File: src/sv/npq_pkg.sv
// ----------------------------------------------------------------------------
// npq_pkg: shared types and constants of the nearest palette color quantizer
// Holds the palette depth, field widths, codes, the beat that moves along
// the cell row, and the luma constants of the gray path.
// ----------------------------------------------------------------------------
package npq_pkg;

  // Number of palette entries, one per cell (2 to 256).
  localparam int PAL_DEPTH = 256;
  localparam int IDX_W     = $clog2(PAL_DEPTH);

  localparam int CHAN_W = 8;
  localparam int ENT_W  = 8;
  localparam int CIDX_W = 8;
  localparam int SIZE_W = 9;
  localparam int DIST_W = 10;   // three channel differences, at most 765
  localparam int LUMA_W = 18;   // 299R + 587G + 114B, at most 255000
  localparam int LVL_W  = 4;

  localparam int CFG_ADDR_W = 1;
  localparam int CFG_DATA_W = 9;

  localparam logic [CFG_ADDR_W-1:0] CFG_MODE = 1'b0;
  localparam logic [CFG_ADDR_W-1:0] CFG_SIZE = 1'b1;

  localparam logic MODE_PALETTE = 1'b0;
  localparam logic MODE_GRAY    = 1'b1;

  localparam logic [SIZE_W-1:0] SIZE_RESET = 9'd256;

  localparam int LUMA_R   = 299;
  localparam int LUMA_G   = 587;
  localparam int LUMA_B   = 114;
  localparam int GRAY_DIV = 17000;
  localparam int GRAY_LEVELS = 16;

  typedef enum logic {
    KIND_WRITE = 1'b0,
    KIND_PIXEL = 1'b1
  } kind_t;

  // Payload of one beat as it moves from cell to cell.
  typedef struct packed {
    kind_t              kind;
    logic [ENT_W-1:0]   entry;
    logic [CHAN_W-1:0]  red;
    logic [CHAN_W-1:0]  green;
    logic [CHAN_W-1:0]  blue;
    logic [CIDX_W-1:0]  best_idx;
    logic [DIST_W-1:0]  best_dist;
  } link_t;

  function automatic logic [CHAN_W-1:0] abs_diff(input logic [CHAN_W-1:0] a,
                                                 input logic [CHAN_W-1:0] b);
    abs_diff = (a > b) ? (a - b) : (b - a);
  endfunction

endpackage

File: src/sv/npq_out.sv
// ----------------------------------------------------------------------------
// npq_out: result stage behind the cell row
// Drops write beats, computes the luma of each pixel, and holds in the output
// register one of sixteen gray levels (gray mode) or the best index (palette).
// ----------------------------------------------------------------------------
module npq_out (
  input  logic                        clk,
  input  logic                        rst_n,
  input  logic                        mode,
  input  logic                        in_valid,
  input  npq_pkg::link_t              in_link,
  output logic                        adv,
  output logic                        out_tvalid,
  input  logic                        out_tready,
  output logic [npq_pkg::CIDX_W-1:0]  out_tdata
);

  logic                        t_valid_r;
  logic [npq_pkg::CIDX_W-1:0]  t_idx_r;
  logic [npq_pkg::LUMA_W-1:0]  t_luma_r, luma_nxt;
  logic [npq_pkg::LVL_W-1:0]   level;
  logic                        o_valid_r, out_load;
  logic [npq_pkg::CIDX_W-1:0]  o_data_r, o_data_nxt;

  assign out_load = t_valid_r && (!o_valid_r || out_tready);
  assign adv      = !t_valid_r || !o_valid_r || out_tready;

  always_comb begin
    luma_nxt = npq_pkg::LUMA_W'(in_link.red)   * npq_pkg::LUMA_W'(npq_pkg::LUMA_R)
             + npq_pkg::LUMA_W'(in_link.green) * npq_pkg::LUMA_W'(npq_pkg::LUMA_G)
             + npq_pkg::LUMA_W'(in_link.blue)  * npq_pkg::LUMA_W'(npq_pkg::LUMA_B);
  end

  // Floor division by the level step: count the thresholds reached.
  always_comb begin
    level = '0;
    for (int k = 1; k < npq_pkg::GRAY_LEVELS; k++) begin
      if (t_luma_r >= npq_pkg::LUMA_W'(k * npq_pkg::GRAY_DIV)) begin
        level = npq_pkg::LVL_W'(k);
      end
    end
    o_data_nxt = (mode == npq_pkg::MODE_GRAY) ? npq_pkg::CIDX_W'(level) : t_idx_r;
  end

  always_ff @(posedge clk) begin
    if (!rst_n) begin
      t_valid_r <= 1'b0;
      o_valid_r <= 1'b0;
    end else begin
      if (adv) begin
        t_valid_r <= in_valid && (in_link.kind == npq_pkg::KIND_PIXEL);
      end
      if (out_load) begin
        o_valid_r <= 1'b1;
      end else if (out_tready) begin
        o_valid_r <= 1'b0;
      end
    end
  end

  always_ff @(posedge clk) begin
    if (adv) begin
      t_idx_r  <= in_link.best_idx;
      t_luma_r <= luma_nxt;
    end
    if (out_load) begin
      o_data_r <= o_data_nxt;
    end
  end

  assign out_tvalid = o_valid_r;
  assign out_tdata  = o_data_r;

endmodule

File: config.mk
export PLATFORM = sky130hd
export DESIGN_NAME = npq_out
export DESIGN_NICKNAME = d
export VERILOG_FILES = /design/src/sv/npq_pkg.sv /design/src/sv/npq_out.sv
export SDC_FILE = /design/constraint.sdc
export NUM_CORES = 1
export LEC_CHECK = 0
export BUFFER_PORTS_ARGS = -buffer_cell sky130_fd_sc_hd__buf_2
export CAP_MARGIN = 20
export CORE_MARGIN = 2
export CORE_UTILIZATION = 35
export CTS_BUF_LIST = sky130_fd_sc_hd__clkbuf_16
export DETAILED_ROUTE_END_ITERATION = 16
export PLACE_DENSITY = 0.59
export REMOVE_ABC_BUFFERS = 1
export SYNTH_ARGS = -nofsm -noshare
export SYNTH_HDL_FRONTEND = slang
export SYNTH_SLANG_ARGS = --single-unit
File: constraint.sdc
create_clock -name clk -period 16.5 [get_ports clk]
set_clock_uncertainty 0.05 [all_clocks]
set_input_delay 1.65 -clock clk [delete_from_list [all_inputs] [get_ports clk]]
set_output_delay 1.65 -clock clk [all_outputs]
set_load 0.01 [all_outputs]
Word level (Yosys, flattened, before mapping). Cells that the tools add are included.

Logic and storage cells: 52. Input port bits: 56. Flip-flop bits (word level): 36. Output and inout port bits: 10.

$add $sub $neg: 2. Mux-type cells: 18. $lt $le $gt $ge: 15. Reductions and logical operators: 8. $mul: 3.

Operators by type and width (number): greater-or-equal comparator 18 bit (second input constant) (8); greater-or-equal comparator 18 x 17 -> 1 bit (second input constant) (4); two-way mux 4 bit (15); greater-or-equal comparator 18 x 16 -> 1 bit (second input constant) (2); adder 17 x 18 -> 18 bit (1); adder 18 x 15 -> 18 bit (1); greater-or-equal comparator 18 x 15 -> 1 bit (second input constant) (1); multiplier 8 x 10 -> 18 bit (second input constant) (1); multiplier 8 x 9 -> 17 bit (second input constant) (1); multiplier 8 x 6 -> 14 bit (second input constant) (1); logical OR 1 bit (3); two-way mux 1 bit (3); logical AND 1 bit (2); logical NOT 1 bit (2); nonzero test 2 bit (1).

Longest topological paths before layout.
Depth in word-level cells: 17. Mapped depth: 26. Gate-level depth less buffers: 26.

Least setup slack after synthesis. Ideal clock, no wire load.

Path type: in2reg. From: in in_link[18] in the netlist's numbering. To: reg t_luma_r[17] in the netlist's numbering (data pin). Setup time: 0.260 ns. Arrival: 6.966 ns. Slack: 9.224 ns. Buffers on the path: 0. Cell stages on the path: 22. Required time: 16.190 ns. Cell sequence: fa_1 > inv_1 > fa_1 > inv_1 > ha_1 > ha_1 > inv_1 > fa_1 > xnor2_1 > ha_1 > fa_1 > inv_1 > fa_1 > fa_1 > inv_1 > ha_1 > or3_1 > o211ai_1 > a21boi_1 > a311oi_1 > a21oi_1 > xnor2_1.

Word-level cells in the longest chain between the ends: 2.

Ends and longest elaborated chain: from (decl) (line npq_out.sv:11) `input npq_pkg::link_t in_link,`; multiplier 8 x 6 -> 14 bit (line npq_out.sv:31) `+ npq_pkg::LUMA_W'(in_link.blue) * npq_pkg::LUMA_W'(npq_pkg::LUMA_B);`; adder 18 x 15 -> 18 bit (line npq_out.sv:31); net luma_nxt, one bit (line npq_out.sv:20) `logic [npq_pkg::LUMA_W-1:0] t_luma_r, luma_nxt;`; to (signal assigned) (line npq_out.sv:64) `t_luma_r <= luma_nxt;`; to (decl) (line npq_out.sv:20).

The timed path passes the listed nets, and every way through them passes these cells. A chain may end at the register's enable or synchronous reset.

Worst setup path in the final report. Ends and elaborated chain as after synthesis.

==> results.yml <==
run_status:
  status: "complete, no violations"
critical_path:
  cp-end-kind: "flip-flop"
  start_kind: "input pin"
  crit_type: "in2reg"
  critPathMaxFanout: 4
  r2r_setup_slack_ns: 14.24
  worstReg2RegStart: "t_luma_r[5]$_DFFE_PP_"
  reg2reg_depth: 7
  r2r_end: "out_tdata[0]$_DFFE_PP_"
  critical_path_arrival_ns: 7.46
  required_ns: 16.47
synthesis:
  ys_types: 52
  synth_compound_area_frac: 0.116
  ys_async_sr_fraction: 0
  synth_cells: 586
  synth_edf_count: 34
  ys_top_cells_by_count: "158 x inv_1, 103 x ha_1, 72 x fa_1"
  yosys.area.top_type_share: 0.252
  synth_fa_ha_area_frac: 0.477
  yosysWarnings: 0
  syn_avg_cell_area_um2: 9.76
  synthSimpleGateAreaFrac: 0.0715
  yosys.area_share.xor_xnor: 0.0337
  synthFlopType: "edfxtp_1"
  yosysTopAreaCell: "fa_1"
  muxShareOfSynthArea: 0
  synthesis.area_um2: 5720
  synth_top_family_by_area: "adder cells"
  yosysSeqAreaShare: 0.185
  yosysMostFrequentCell: "inv_1"
  yosys-top-cells-area: "fa_1 25%, ha_1 23%, edfxtp_1 18%"
  ys_seq_elements: 36
die:
  core-area_um2: 15900
  die_area_um2: 17400
  initial_utilization: 0.359
  row_count: 46
  die_h_um: 132
  die_w_um: 132
  io_pins: 66
grt:
  antenna_found_initial: 0
  gr-total-overflow: 0
  grtUsageTotal: 0.136
  grt_pass1_vias: 4262
  grt_first_pass_wirelength_um: 19500
  grt_max_degree: 29
detailed_routing:
  drt_wl_total_um: 11300
  vias: 3961
  viasPerCell: 4.70
  dr.pass1.iters: 4
  drt-initial-drc-count: 165
  drc: 0
  ant_nets: 0
  wl_per_cell_um: 13.4
placed_design:
  place.detailed.hpwl_um: 9760
  portBuffers: 47
  place_ws_ns: 8.65
  gp_congestion: 0.838
  placed_area_um2: 6160
clock_network:
  cts-resized-gates: 0
  hold_buffers: 0
  path_clk_slew_ns: 0.06
  cts_setup_buffers: 0
  cts_made_buffers: 5
  root_buffer: "clkbuf_16"
  cts_tree: "built"
  cts_sinks: 36
  clock_latency_ns: 0.28
  h-tree-depth: 2
  cts_buffer_depth: 2
final_layout:
  final_cell_area_um2: 6310
  fin_nets: 857
  area_delta_synth_final_pct: 10.2
  antenna_cells: 0
  drive_gt1_frac: 0.0957
  fillerInstances: 1610
timing:
  relSlewSlack: 0.550
  fin_crit_sh: 0.454
  finalSetupViolations: 0
  hold_viol_final: 0
  fmax_ghz: 0.133
  setup_ws_ns: 9.01
  worst_slew_pin_slew_ns: 0.673
  rsz0062_at_grt: "false"
  tns_ns: 0
  fin_crit_ns: 7.49
  drv_slew: 0
flow_run:
  cap_violations: 0
worst_hold_path:
  min_to: "out_tvalid$_SDFFE_PN0P_"
  min_path_cells: 1
  hp-start: "t_valid_r$_SDFFE_PN0P_"
  hp-class: "reg2reg"
==> cells in the final DEF, fill, tap and decap left out, drive strengths merged, types with 17 or more instances in the layout <==
| master | Yosys | layout |
|---|---|---|
| inv | 158 | 159 |
| buf | 6 | 48 |
| edfxtp | 34 | 34 |
| nor2 | 22 | 22 |
| xnor2 | 17 | 17 |
| ha | 103 | 103 |
| nand2 | 20 | 20 |
| o21ai | 18 | 18 |
| fa | 72 | 72 |
| a21oi | 24 | 24 |
==> cell families after synthesis <==
family / Yosys count
flip-flops: 36
buffers and inverters: 173
adder cells (fa/ha/maj): 175
XOR/XNOR: 22
AND/OR/NAND/NOR: 82
AO/OA/AOI/OAI: 98
==> flip-flops by register name, indices dropped and copies added, names as in the netlist <==
name / count
t_luma_r: 18
out_tdata: 8
t_idx_r: 8
out_tvalid: 1
t_valid_r: 1
==> per-stage QoR <==
step | util | instances | hold slack (ns)
after floorplan | - | 571 | 0.405
after global placement | 0.387 | 835 | 0.418
after detailed placement | 0.387 | 835 | 0.462
after CTS | 0.396 | 843 | 0.476
after global routing | 0.396 | 843 | 0.500
final | 0.396 | 843 | 0.473
==> how the worst max path moves through the flow <==
stage	startpoint	end	slack (ns)	cells past startpoint
5_1_grt	in_link[18]	t_luma_r[17]$_DFFE_PP_	8.71	23
3_3_place_gp	in_link[18]	t_luma_r[17]$_DFFE_PP_	8.75	23
4_1_cts	in_link[18]	t_luma_r[17]$_DFFE_PP_	8.94	23
3_5_place_dp	in_link[18]	t_luma_r[17]$_DFFE_PP_	8.65	23
6_report	in_link[18]	t_luma_r[17]$_DFFE_PP_	9.01	23
2_1_floorplan	in_link[18]	t_luma_r[17]$_DFFE_PP_	9.22	22
==> layout make-up <==
type	count	area [µm²]	share of cell area
Inverter	158	593	0.0940
Timing Repair Buffer	48	243	0.0385
Multi-Input combinational cell	377	4000	0.634
Clock inverter	3	17.5	0.00278
Tap cell	216	270	0.0429
Sequential cell	36	1060	0.168
Clock buffer	5	125	0.0198
==> routing by layer <==
layer / routed length, µm / vias up / share of wire / global-route usage
met5: 0 / - / 0 / 0
met4: 155 / 0 / 0.014 / 0.0350
met3: 295 / 12 / 0.026 / 0.0150
met2: 5720 / 68 / 0.51 / 0.248
met1: 5090 / 1892 / 0.45 / 0.172
li1: - / 1989 / - / -
==> worst max-delay path: stages <==
cell	delay (ns)
buf_2	0.14
fa_1	0.54
inv_1	0.05
fa_1	0.47
inv_1	0.04
ha_1	0.27
ha_1	0.17
inv_1	0.06
fa_1	0.39
xnor2_1	0.20
ha_1	0.28
fa_1	0.51
inv_1	0.05
fa_1	0.46
fa_1	0.54
inv_1	0.04
ha_1	0.21
or3_1	0.35
o211ai_1	0.23
a21boi_1	0.12
a311oi_1	0.39
a21oi_1	0.14
xnor2_1	0.16
Power is not shown: default switching activity piles up to over one toggle a cycle in this logic, so the estimate is an artifact.
