**config.mk**
```make
export PLATFORM = sky130hd
export DESIGN_NAME = npq_cell
export DESIGN_NICKNAME = d
export VERILOG_FILES = /design/src/sv/npq_pkg.sv /design/src/sv/npq_cell.sv
export SDC_FILE = /design/constraint.sdc
export NUM_CORES = 1
export LEC_CHECK = 0
export ABC_CLOCK_PERIOD_IN_PS = 7600
export BUFFER_PORTS_ARGS = -buffer_cell sky130_fd_sc_hd__clkbuf_2
export CAP_MARGIN = 40
export CORE_ASPECT_RATIO = 0.6
export CORE_UTILIZATION = 50
export DETAILED_ROUTE_END_ITERATION = 6
export PLACE_DENSITY = 0.8
export RECOVER_POWER = 25
export SLEW_MARGIN = 5
export SYNTH_ARGS = -nofsm -noshare
export SYNTH_HDL_FRONTEND = slang
export SYNTH_SLANG_ARGS = --single-unit
```
**constraint.sdc**
```tcl
create_clock -name clk -period 7.6 [get_ports clk]
set_input_delay 0.76 -clock clk [delete_from_list [all_inputs] [get_ports clk]]
set_output_delay 0.76 -clock clk [all_outputs]
set_load 0.01 [all_outputs]
```
**src/sv/npq_pkg.sv**
```systemverilog
// ----------------------------------------------------------------------------
// npq_pkg: shared types and constants of the nearest palette color quantizer
// Holds the palette depth, field widths, codes, the beat that moves along
// the cell row, and the luma constants of the gray path.
// ----------------------------------------------------------------------------
package npq_pkg;

  // Number of palette entries, one per cell (2 to 256).
  localparam int PAL_DEPTH = 256;
  localparam int IDX_W     = $clog2(PAL_DEPTH);

  localparam int CHAN_W = 8;
  localparam int ENT_W  = 8;
  localparam int CIDX_W = 8;
  localparam int SIZE_W = 9;
  localparam int DIST_W = 10;   // three channel differences, at most 765
  localparam int LUMA_W = 18;   // 299R + 587G + 114B, at most 255000
  localparam int LVL_W  = 4;

  localparam int CFG_ADDR_W = 1;
  localparam int CFG_DATA_W = 9;

  localparam logic [CFG_ADDR_W-1:0] CFG_MODE = 1'b0;
  localparam logic [CFG_ADDR_W-1:0] CFG_SIZE = 1'b1;

  localparam logic MODE_PALETTE = 1'b0;
  localparam logic MODE_GRAY    = 1'b1;

  localparam logic [SIZE_W-1:0] SIZE_RESET = 9'd256;

  localparam int LUMA_R   = 299;
  localparam int LUMA_G   = 587;
  localparam int LUMA_B   = 114;
  localparam int GRAY_DIV = 17000;
  localparam int GRAY_LEVELS = 16;

  typedef enum logic {
    KIND_WRITE = 1'b0,
    KIND_PIXEL = 1'b1
  } kind_t;

  // Payload of one beat as it moves from cell to cell.
  typedef struct packed {
    kind_t              kind;
    logic [ENT_W-1:0]   entry;
    logic [CHAN_W-1:0]  red;
    logic [CHAN_W-1:0]  green;
    logic [CHAN_W-1:0]  blue;
    logic [CIDX_W-1:0]  best_idx;
    logic [DIST_W-1:0]  best_dist;
  } link_t;

  function automatic logic [CHAN_W-1:0] abs_diff(input logic [CHAN_W-1:0] a,
                                                 input logic [CHAN_W-1:0] b);
    abs_diff = (a > b) ? (a - b) : (b - a);
  endfunction

endpackage

```
**src/sv/npq_cell.sv**
```systemverilog
// ----------------------------------------------------------------------------
// npq_cell: one palette cell of the search row
// Stores one palette entry, captures it when a matching write beat passes,
// and updates the running best match of each pixel beat handed through.
// ----------------------------------------------------------------------------
module npq_cell (
  input  logic                         clk,
  input  logic                         rst_n,
  input  logic                         adv,
  input  logic [npq_pkg::IDX_W-1:0]    cell_idx,
  input  logic [npq_pkg::SIZE_W-1:0]   palette_size,
  input  logic                         in_valid,
  input  npq_pkg::link_t               in_link,
  output logic                         out_valid,
  output npq_pkg::link_t               out_link
);

  logic [npq_pkg::CHAN_W-1:0] ent_red_r, ent_green_r, ent_blue_r;
  logic                       valid_r;
  npq_pkg::link_t             link_r, link_nxt;
  logic [npq_pkg::DIST_W-1:0] cand_dist;
  logic                       active, take;

  always_comb begin
    cand_dist = npq_pkg::DIST_W'(npq_pkg::abs_diff(ent_red_r, in_link.red))
              + npq_pkg::DIST_W'(npq_pkg::abs_diff(ent_green_r, in_link.green))
              + npq_pkg::DIST_W'(npq_pkg::abs_diff(ent_blue_r, in_link.blue));
    active = npq_pkg::SIZE_W'(cell_idx) < palette_size;
    // The lowest cell, if active, takes the pixel whatever its distance; later
    // cells only on a strictly smaller distance, so ties keep the lower index.
    take = (in_link.kind == npq_pkg::KIND_PIXEL) && active &&
           ((cell_idx == '0) || (cand_dist < in_link.best_dist));
    link_nxt = in_link;
    if (take) begin
      link_nxt.best_idx  = npq_pkg::CIDX_W'(cell_idx);
      link_nxt.best_dist = cand_dist;
    end
  end

  always_ff @(posedge clk) begin
    if (!rst_n) begin
      valid_r <= 1'b0;
    end else if (adv) begin
      valid_r <= in_valid;
    end
  end

  always_ff @(posedge clk) begin
    if (adv) begin
      link_r <= link_nxt;
    end
    if (adv && in_valid && (in_link.kind == npq_pkg::KIND_WRITE) &&
        (in_link.entry == npq_pkg::ENT_W'(cell_idx))) begin
      ent_red_r   <= in_link.red;
      ent_green_r <= in_link.green;
      ent_blue_r  <= in_link.blue;
    end
  end

  assign out_valid = valid_r;
  assign out_link  = link_r;

endmodule

```
Yosys cells after proc, flatten, opt, wreduce, memory -nomap -nowiden
Index checks and enable logic that the tools add are counted.
{ "totals": {"elab_cells": 37, "ff_bits": 76} }
{ "classes": {"n_mux": 4, "add_sub_neg": 8, "n_reduce_logical": 7, "order_cmp": 5, "n_eq_ne": 1, "n_bitwise": 1} }
{ "op_table": {"columns": ["operator", "count"], "rows": [
  ["$sub 8x8->8", 6],
  ["$gt 8x8->1", 3],
  ["$mux 8", 3],
  ["$mux 18", 1],
  ["$add 9x8->10", 1],
  ["$lt 10x10->1", 1],
  ["$add 8x8->9", 1],
  ["$lt 8x9->1", 1],
  ["$eq 8x8->1", 1],
  ["$logic_not 8->1", 1],
  ["$logic_and 1x1->1", 5],
  ["$logic_or 1x1->1", 1],
  ["$not 1->1", 1]
]} }

Depth between registers and ports, before layout
{ "logic_depth": {"depth_word": 8, "ltp_mapped": 25} }

Worst setup path after synthesis
Ideal clock, no wire load.
{ "synth_timing": {"kind": "input to register", "startpoint": "in in_link[34] (netlist bit)", "endpoint": "reg link_r, in the netlist out_link[10] (data pin)", "setup_slack_ps": 1552, "setup_time_ps": 260, "t_arrival_ps": 5788, "t_required_ps": 7340, "path_buffers": 1, "stages": 22, "path_cell_list": "ha_1 > inv_1 > fa_1 > a21o_1 > a21oi_1 > o21ai_0 > o211ai_1 > mux2_2 > fa_1 > ha_1 > fa_1 > a21o_1 > a21oi_1 > o21bai_1 > a21oi_1 > xnor2_1 > ha_1 > a21o_2 > a2111oi_2 > o21ai_2 > buf_6 > mux2_2"} }
{ "synth_rtl": {"columns": ["item", "line", "source"], "rows": [
  ["start: declaration", "npq_cell.sv:13", "input npq_pkg::link_t in_link,"],
  ["end signal: assignment", "npq_cell.sv:50", "link_r <= link_nxt;"],
  ["end: declaration", "npq_cell.sv:20", "npq_pkg::link_t link_r, link_nxt;"]
]} }

==> impl_table.tex <==
\begin{tabular}{lr}
\hline
Metric & Value \\
\hline
\multicolumn{2}{l}{\textbf{Cells and area}} \\
\quad Area growth from synthesis to layout & 19.75\% \\
\quad Utilization after layout & 63.16\% \\
\quad Antenna diode instance count & 0 \\
\quad Multi-input gate area in the final layout & 2733 um\^{}2 \\
\quad FF/Latch Area & 2272 um\^{}2 \\
\quad \# fillers & 804 \\
\quad Final cell count without fillers & 737 \\
\quad Share of post-route cells with drive strength above 1 & 23.42\% \\
\quad Count of nets after finishing & 752 \\
\quad Fin area & 6395 um\^{}2 \\
\multicolumn{2}{l}{\textbf{Synth}} \\
\quad Count of cell types in the netlist & 41 \\
\quad Average cell area after synthesis & 11.53 um\^{}2 \\
\quad Top cells by area in the synthesized netlist & edfxtp\_1 (42\%), ha\_1 (16\%), inv\_1 (6.0\%) \\
\quad Part of the Yosys area used for sequential elements & 42.55\% \\
\quad Biggest area consumer among synthesized cells & edfxtp\_1 \\
\quad Gate count of the mapped netlist & 463 \\
\quad Mux share of post-synthesis cell area & 7.802\% \\
\quad Synthesized net count & 618 \\
\quad Synth Warn \# & 0 \\
\quad Simple logic cell fraction of the synthesized area & 4.007\% \\
\quad Adder and majority gate portion of the synthesized area & 21.56\% \\
\quad Combinational family with the most area after synthesis & adder cells \\
\quad Area fraction in compound gates after synthesis & 12.44\% \\
\quad Synth top cells by count & inv\_1 (86), edfxtp\_1 (75), ha\_1 (68) \\
\quad Post-synth EDFFs & 75 \\
\quad Netlist Area Pre-Place & 5340 um\^{}2 \\
\quad Area share of the leading cell type in the synthesized netlist & 42.17\% \\
\quad Area share of xor/xnor cells in the synthesized design & 5.248\% \\
\quad Flops \& latches, synth & 76 \\
\quad Proportion of synthesized flip-flops having asynchronous set or reset & 0\% \\
\quad Primary flip-flop cell chosen by synthesis mapping & edfxtp\_1 \\
\quad Most frequent cell after synthesis & inv\_1 \\
\multicolumn{2}{l}{\textbf{Detailed routing}} \\
\quad Average wire length per cell after detail routing & 15.87 um \\
\quad Total via count after detailed routing & 3975 \\
\quad Antenna Nets Post-Route & 0 \\
\quad Residual DRC count & 0 \\
\quad DR iter-0 viols & 195 \\
\quad Overall routed net length & 11700 um \\
\quad Via-to-Cell Ratio & 5.393 \\
\quad Total iterations of the first detailed-routing run & 5 \\
\multicolumn{2}{l}{\textbf{Clock network}} \\
\quad Worst-path clk slew & 0.06 ns \\
\quad Maximum level of the CTS H-tree & 3 \\
\quad Resized cells post-CTS & 0 \\
\quad CTS Root Buffer Type & clkbuf\_16 \\
\quad Number of buffers added by the clock tree synthesis step & 9 \\
\quad Number of clock sinks & 76 \\
\quad Number of buffers inserted for hold repair after clock tree synthesis & 0 \\
\quad Post-CTS setup-driven buffer insertion count & 0 \\
\quad Clock latency reported for the late side of the worst-skew pair & 0.34 ns \\
\quad CTS tree & built \\
\quad Maximum clock path buffer count & 2 \\
\multicolumn{2}{l}{\textbf{Timing}} \\
\quad Max Clk Rate & 151.0 MHz \\
\quad Slew Viols, Final & 0 \\
\quad Worst Slack Setup Final & 0.9784 ns \\
\quad Setup Skew & 0.004635 ns \\
\quad Count of final setup violators & 0 \\
\quad Final Hold Slack & 0.5106 ns \\
\quad Post-route clock period utilization & 87.13\% \\
\quad Worst-margin pin slew & 0.8601 ns \\
\quad Unrepaired setup endpoints after global routing & false \\
\quad Post-layout minimum cycle time & 6.622 ns \\
\quad Rel. slew slack & 42.41\% \\
\quad Hold violation count in the final report & 0 \\
\quad Setup TNS & 0 ns \\
\multicolumn{2}{l}{\textbf{Global route}} \\
\quad Pin count of the biggest net entering global routing & 53 \\
\quad Total global routing track utilization & 22.39\% \\
\quad Overflow left after global routing & 0 \\
\quad Number of global-route vias before repair & 3953 \\
\quad Initial antenna violation count & 0 \\
\quad Global-route wire length before repair & 18610 um \\
\multicolumn{2}{l}{\textbf{Critical path}} \\
\quad Delay of the slowest cell on the worst path & 0.48 ns \\
\quad Highest fanout seen on the critical path & 10 \\
\quad Cell family with the largest share of critical-path delay & compound AO/OA/AOI/OAI gates \\
\quad Critical path launch point type & primary input \\
\quad Critical path type & primary input to flop \\
\quad Max stage delay cell, worst path & fa\_1 \\
\quad Worst Path Required & 7.69 ns \\
\quad WP data arrival & 6.71 ns \\
\quad Buffers plus inverters on the worst setup path & 3 \\
\quad Setup crit end kind & flop \\
\quad Cell Chain, Critical Path & clkbuf\_1, ha\_1, inv\_1, fa\_1, a21o\_1, a21oi\_1, o21ai\_0, o211ai\_1, mux2\_2, fa\_1, ha\_1, fa\_1, a21o\_1, a21oi\_1, o21bai\_1, a21oi\_1, xnor2\_1, ha\_1, o2111ai\_1, a31oi\_1, a2111oi\_2, o21ai\_2, buf\_6, mux2\_2 \\
\multicolumn{2}{l}{\textbf{Placement}} \\
\quad Worst-case setup slack after placement & 0.7494 ns \\
\quad Routability cong. & 0.8838 \\
\quad Cell Count Post-Placement & 721 \\
\quad Area of placed instances & 6138 um\^{}2 \\
\quad DP Wirelength & 9286 um \\
\quad PortBufs & 123 \\
\multicolumn{2}{l}{\textbf{Power}} \\
\quad Power consumption & 1.562 mW \\
\quad Pwr/cell area & 244.3 nW/um\^{}2 \\
\quad P\_leak & 3.005 nW \\
\quad IR Drop Worst-Case VDD & 178.4 uV \\
\multicolumn{2}{l}{\textbf{Die}} \\
\quad Num ports & 124 \\
\quad Core region area & 10120 um\^{}2 \\
\quad Cell row count & 28 \\
\quad Initial core utilization & 52.74\% \\
\quad Height of the chip & 82.05 um \\
\quad Chip Width & 135.4 um \\
\quad Overall die area & 11110 um\^{}2 \\
\multicolumn{2}{l}{\textbf{Status}} \\
\quad Status & finished clean \\
\multicolumn{2}{l}{\textbf{Flow run}} \\
\quad Count of max-cap constraint violations & 0 \\
\multicolumn{2}{l}{\textbf{Worst hold path}} \\
\quad Hold/Removal Path Class & flop to flop \\
\hline
\end{tabular}
==> cells in the final DEF (no fill, tap or decap), types with 11 or more instances in the layout <==
cell / synthesis / routed
clkbuf_2: 0 / 94
inv_1: 86 / 86
edfxtp_1: 75 / 75
ha_1: 68 / 68
a21oi_1: 39 / 39
clkbuf_1: 2 / 29
mux2_2: 21 / 21
xnor2_1: 19 / 19
mux2i_1: 18 / 18
nand2_1: 15 / 15
o21ai_0: 15 / 15
fa_1: 15 / 15
xor2_1: 13 / 13
a21o_1: 11 / 11
==> flip-flops by register name (all words and copies together) (netlist names) <==
| name | cells |
|---|---|
| ent_red_r | 8 |
| out_link | 51 |
| out_valid | 1 |
| ent_blue_r | 8 |
| ent_green_r | 8 |
==> worst register-to-register path, stage by stage (launching register included) <==
cell	delay, ns
edfxtp_1	0.40
inv_1	0.07
ha_1	0.13
inv_1	0.06
fa_1	0.38
a21o_1	0.17
a21oi_1	0.24
o21ai_0	0.13
o211ai_1	0.40
mux2_2	0.44
fa_1	0.48
ha_1	0.24
fa_1	0.42
a21o_1	0.18
a21oi_1	0.31
o21bai_1	0.12
a21oi_1	0.19
xnor2_1	0.13
ha_1	0.33
o2111ai_1	0.12
a31oi_1	0.20
a2111oi_2	0.08
o21ai_2	0.46
buf_6	0.23
mux2_2	0.35
==> per-layer routing <==
layer  track usage (%)  wire length [um]  vias up
li1                  -                 -     1907
met1             29.63              5611     1878
met2             35.33              5077      166
met3             5.864               775       24
met4             8.989               234        0
met5                 0                 0        -
==> path summary, 6_finish.rpt <==
| path | slack (ns) | cells past startpoint | to | start |
|---|---|---|---|---|
| max | 0.98 | 24 | out_link[15] | in_link[34] |
| min | 0.51 | 2 | out_valid | out_valid |
| max reg2reg | 1.10 | 24 | out_link[15] | ent_red_r[0] |
| min reg2reg | 0.51 | 2 | out_valid | out_valid |
==> cells by family (layout without fill, tap and decap cells) <==
| logic type | Yosys count | after routing |
|---|---|---|
| xor+xnor | 32 | 32 |
| mux | 39 | 39 |
| buf+inv | 89 | 228 |
| simple gates | 41 | 41 |
| fa+ha+maj | 83 | 83 |
| flops | 76 | 76 |
| compound gates | 103 | 103 |
==> cell type report <==
cell class	instances	area share (%)
repair buffers	126	9.470
clock buffers	9	3.522
multi-input cells	298	42.73
clock inverters	7	1.057
flip-flops and latches	76	35.53
well taps	135	2.641
inverters	86	5.048
==> report_power, final <==
group,switching [mW],total [mW],internal [mW]
sequential,0.0132,0.536,0.523
combinational,0.328,0.607,0.279
clock,0.168,0.420,0.252
total,0.509,1.56,1.05
Power figures use the tool's default switching activity.
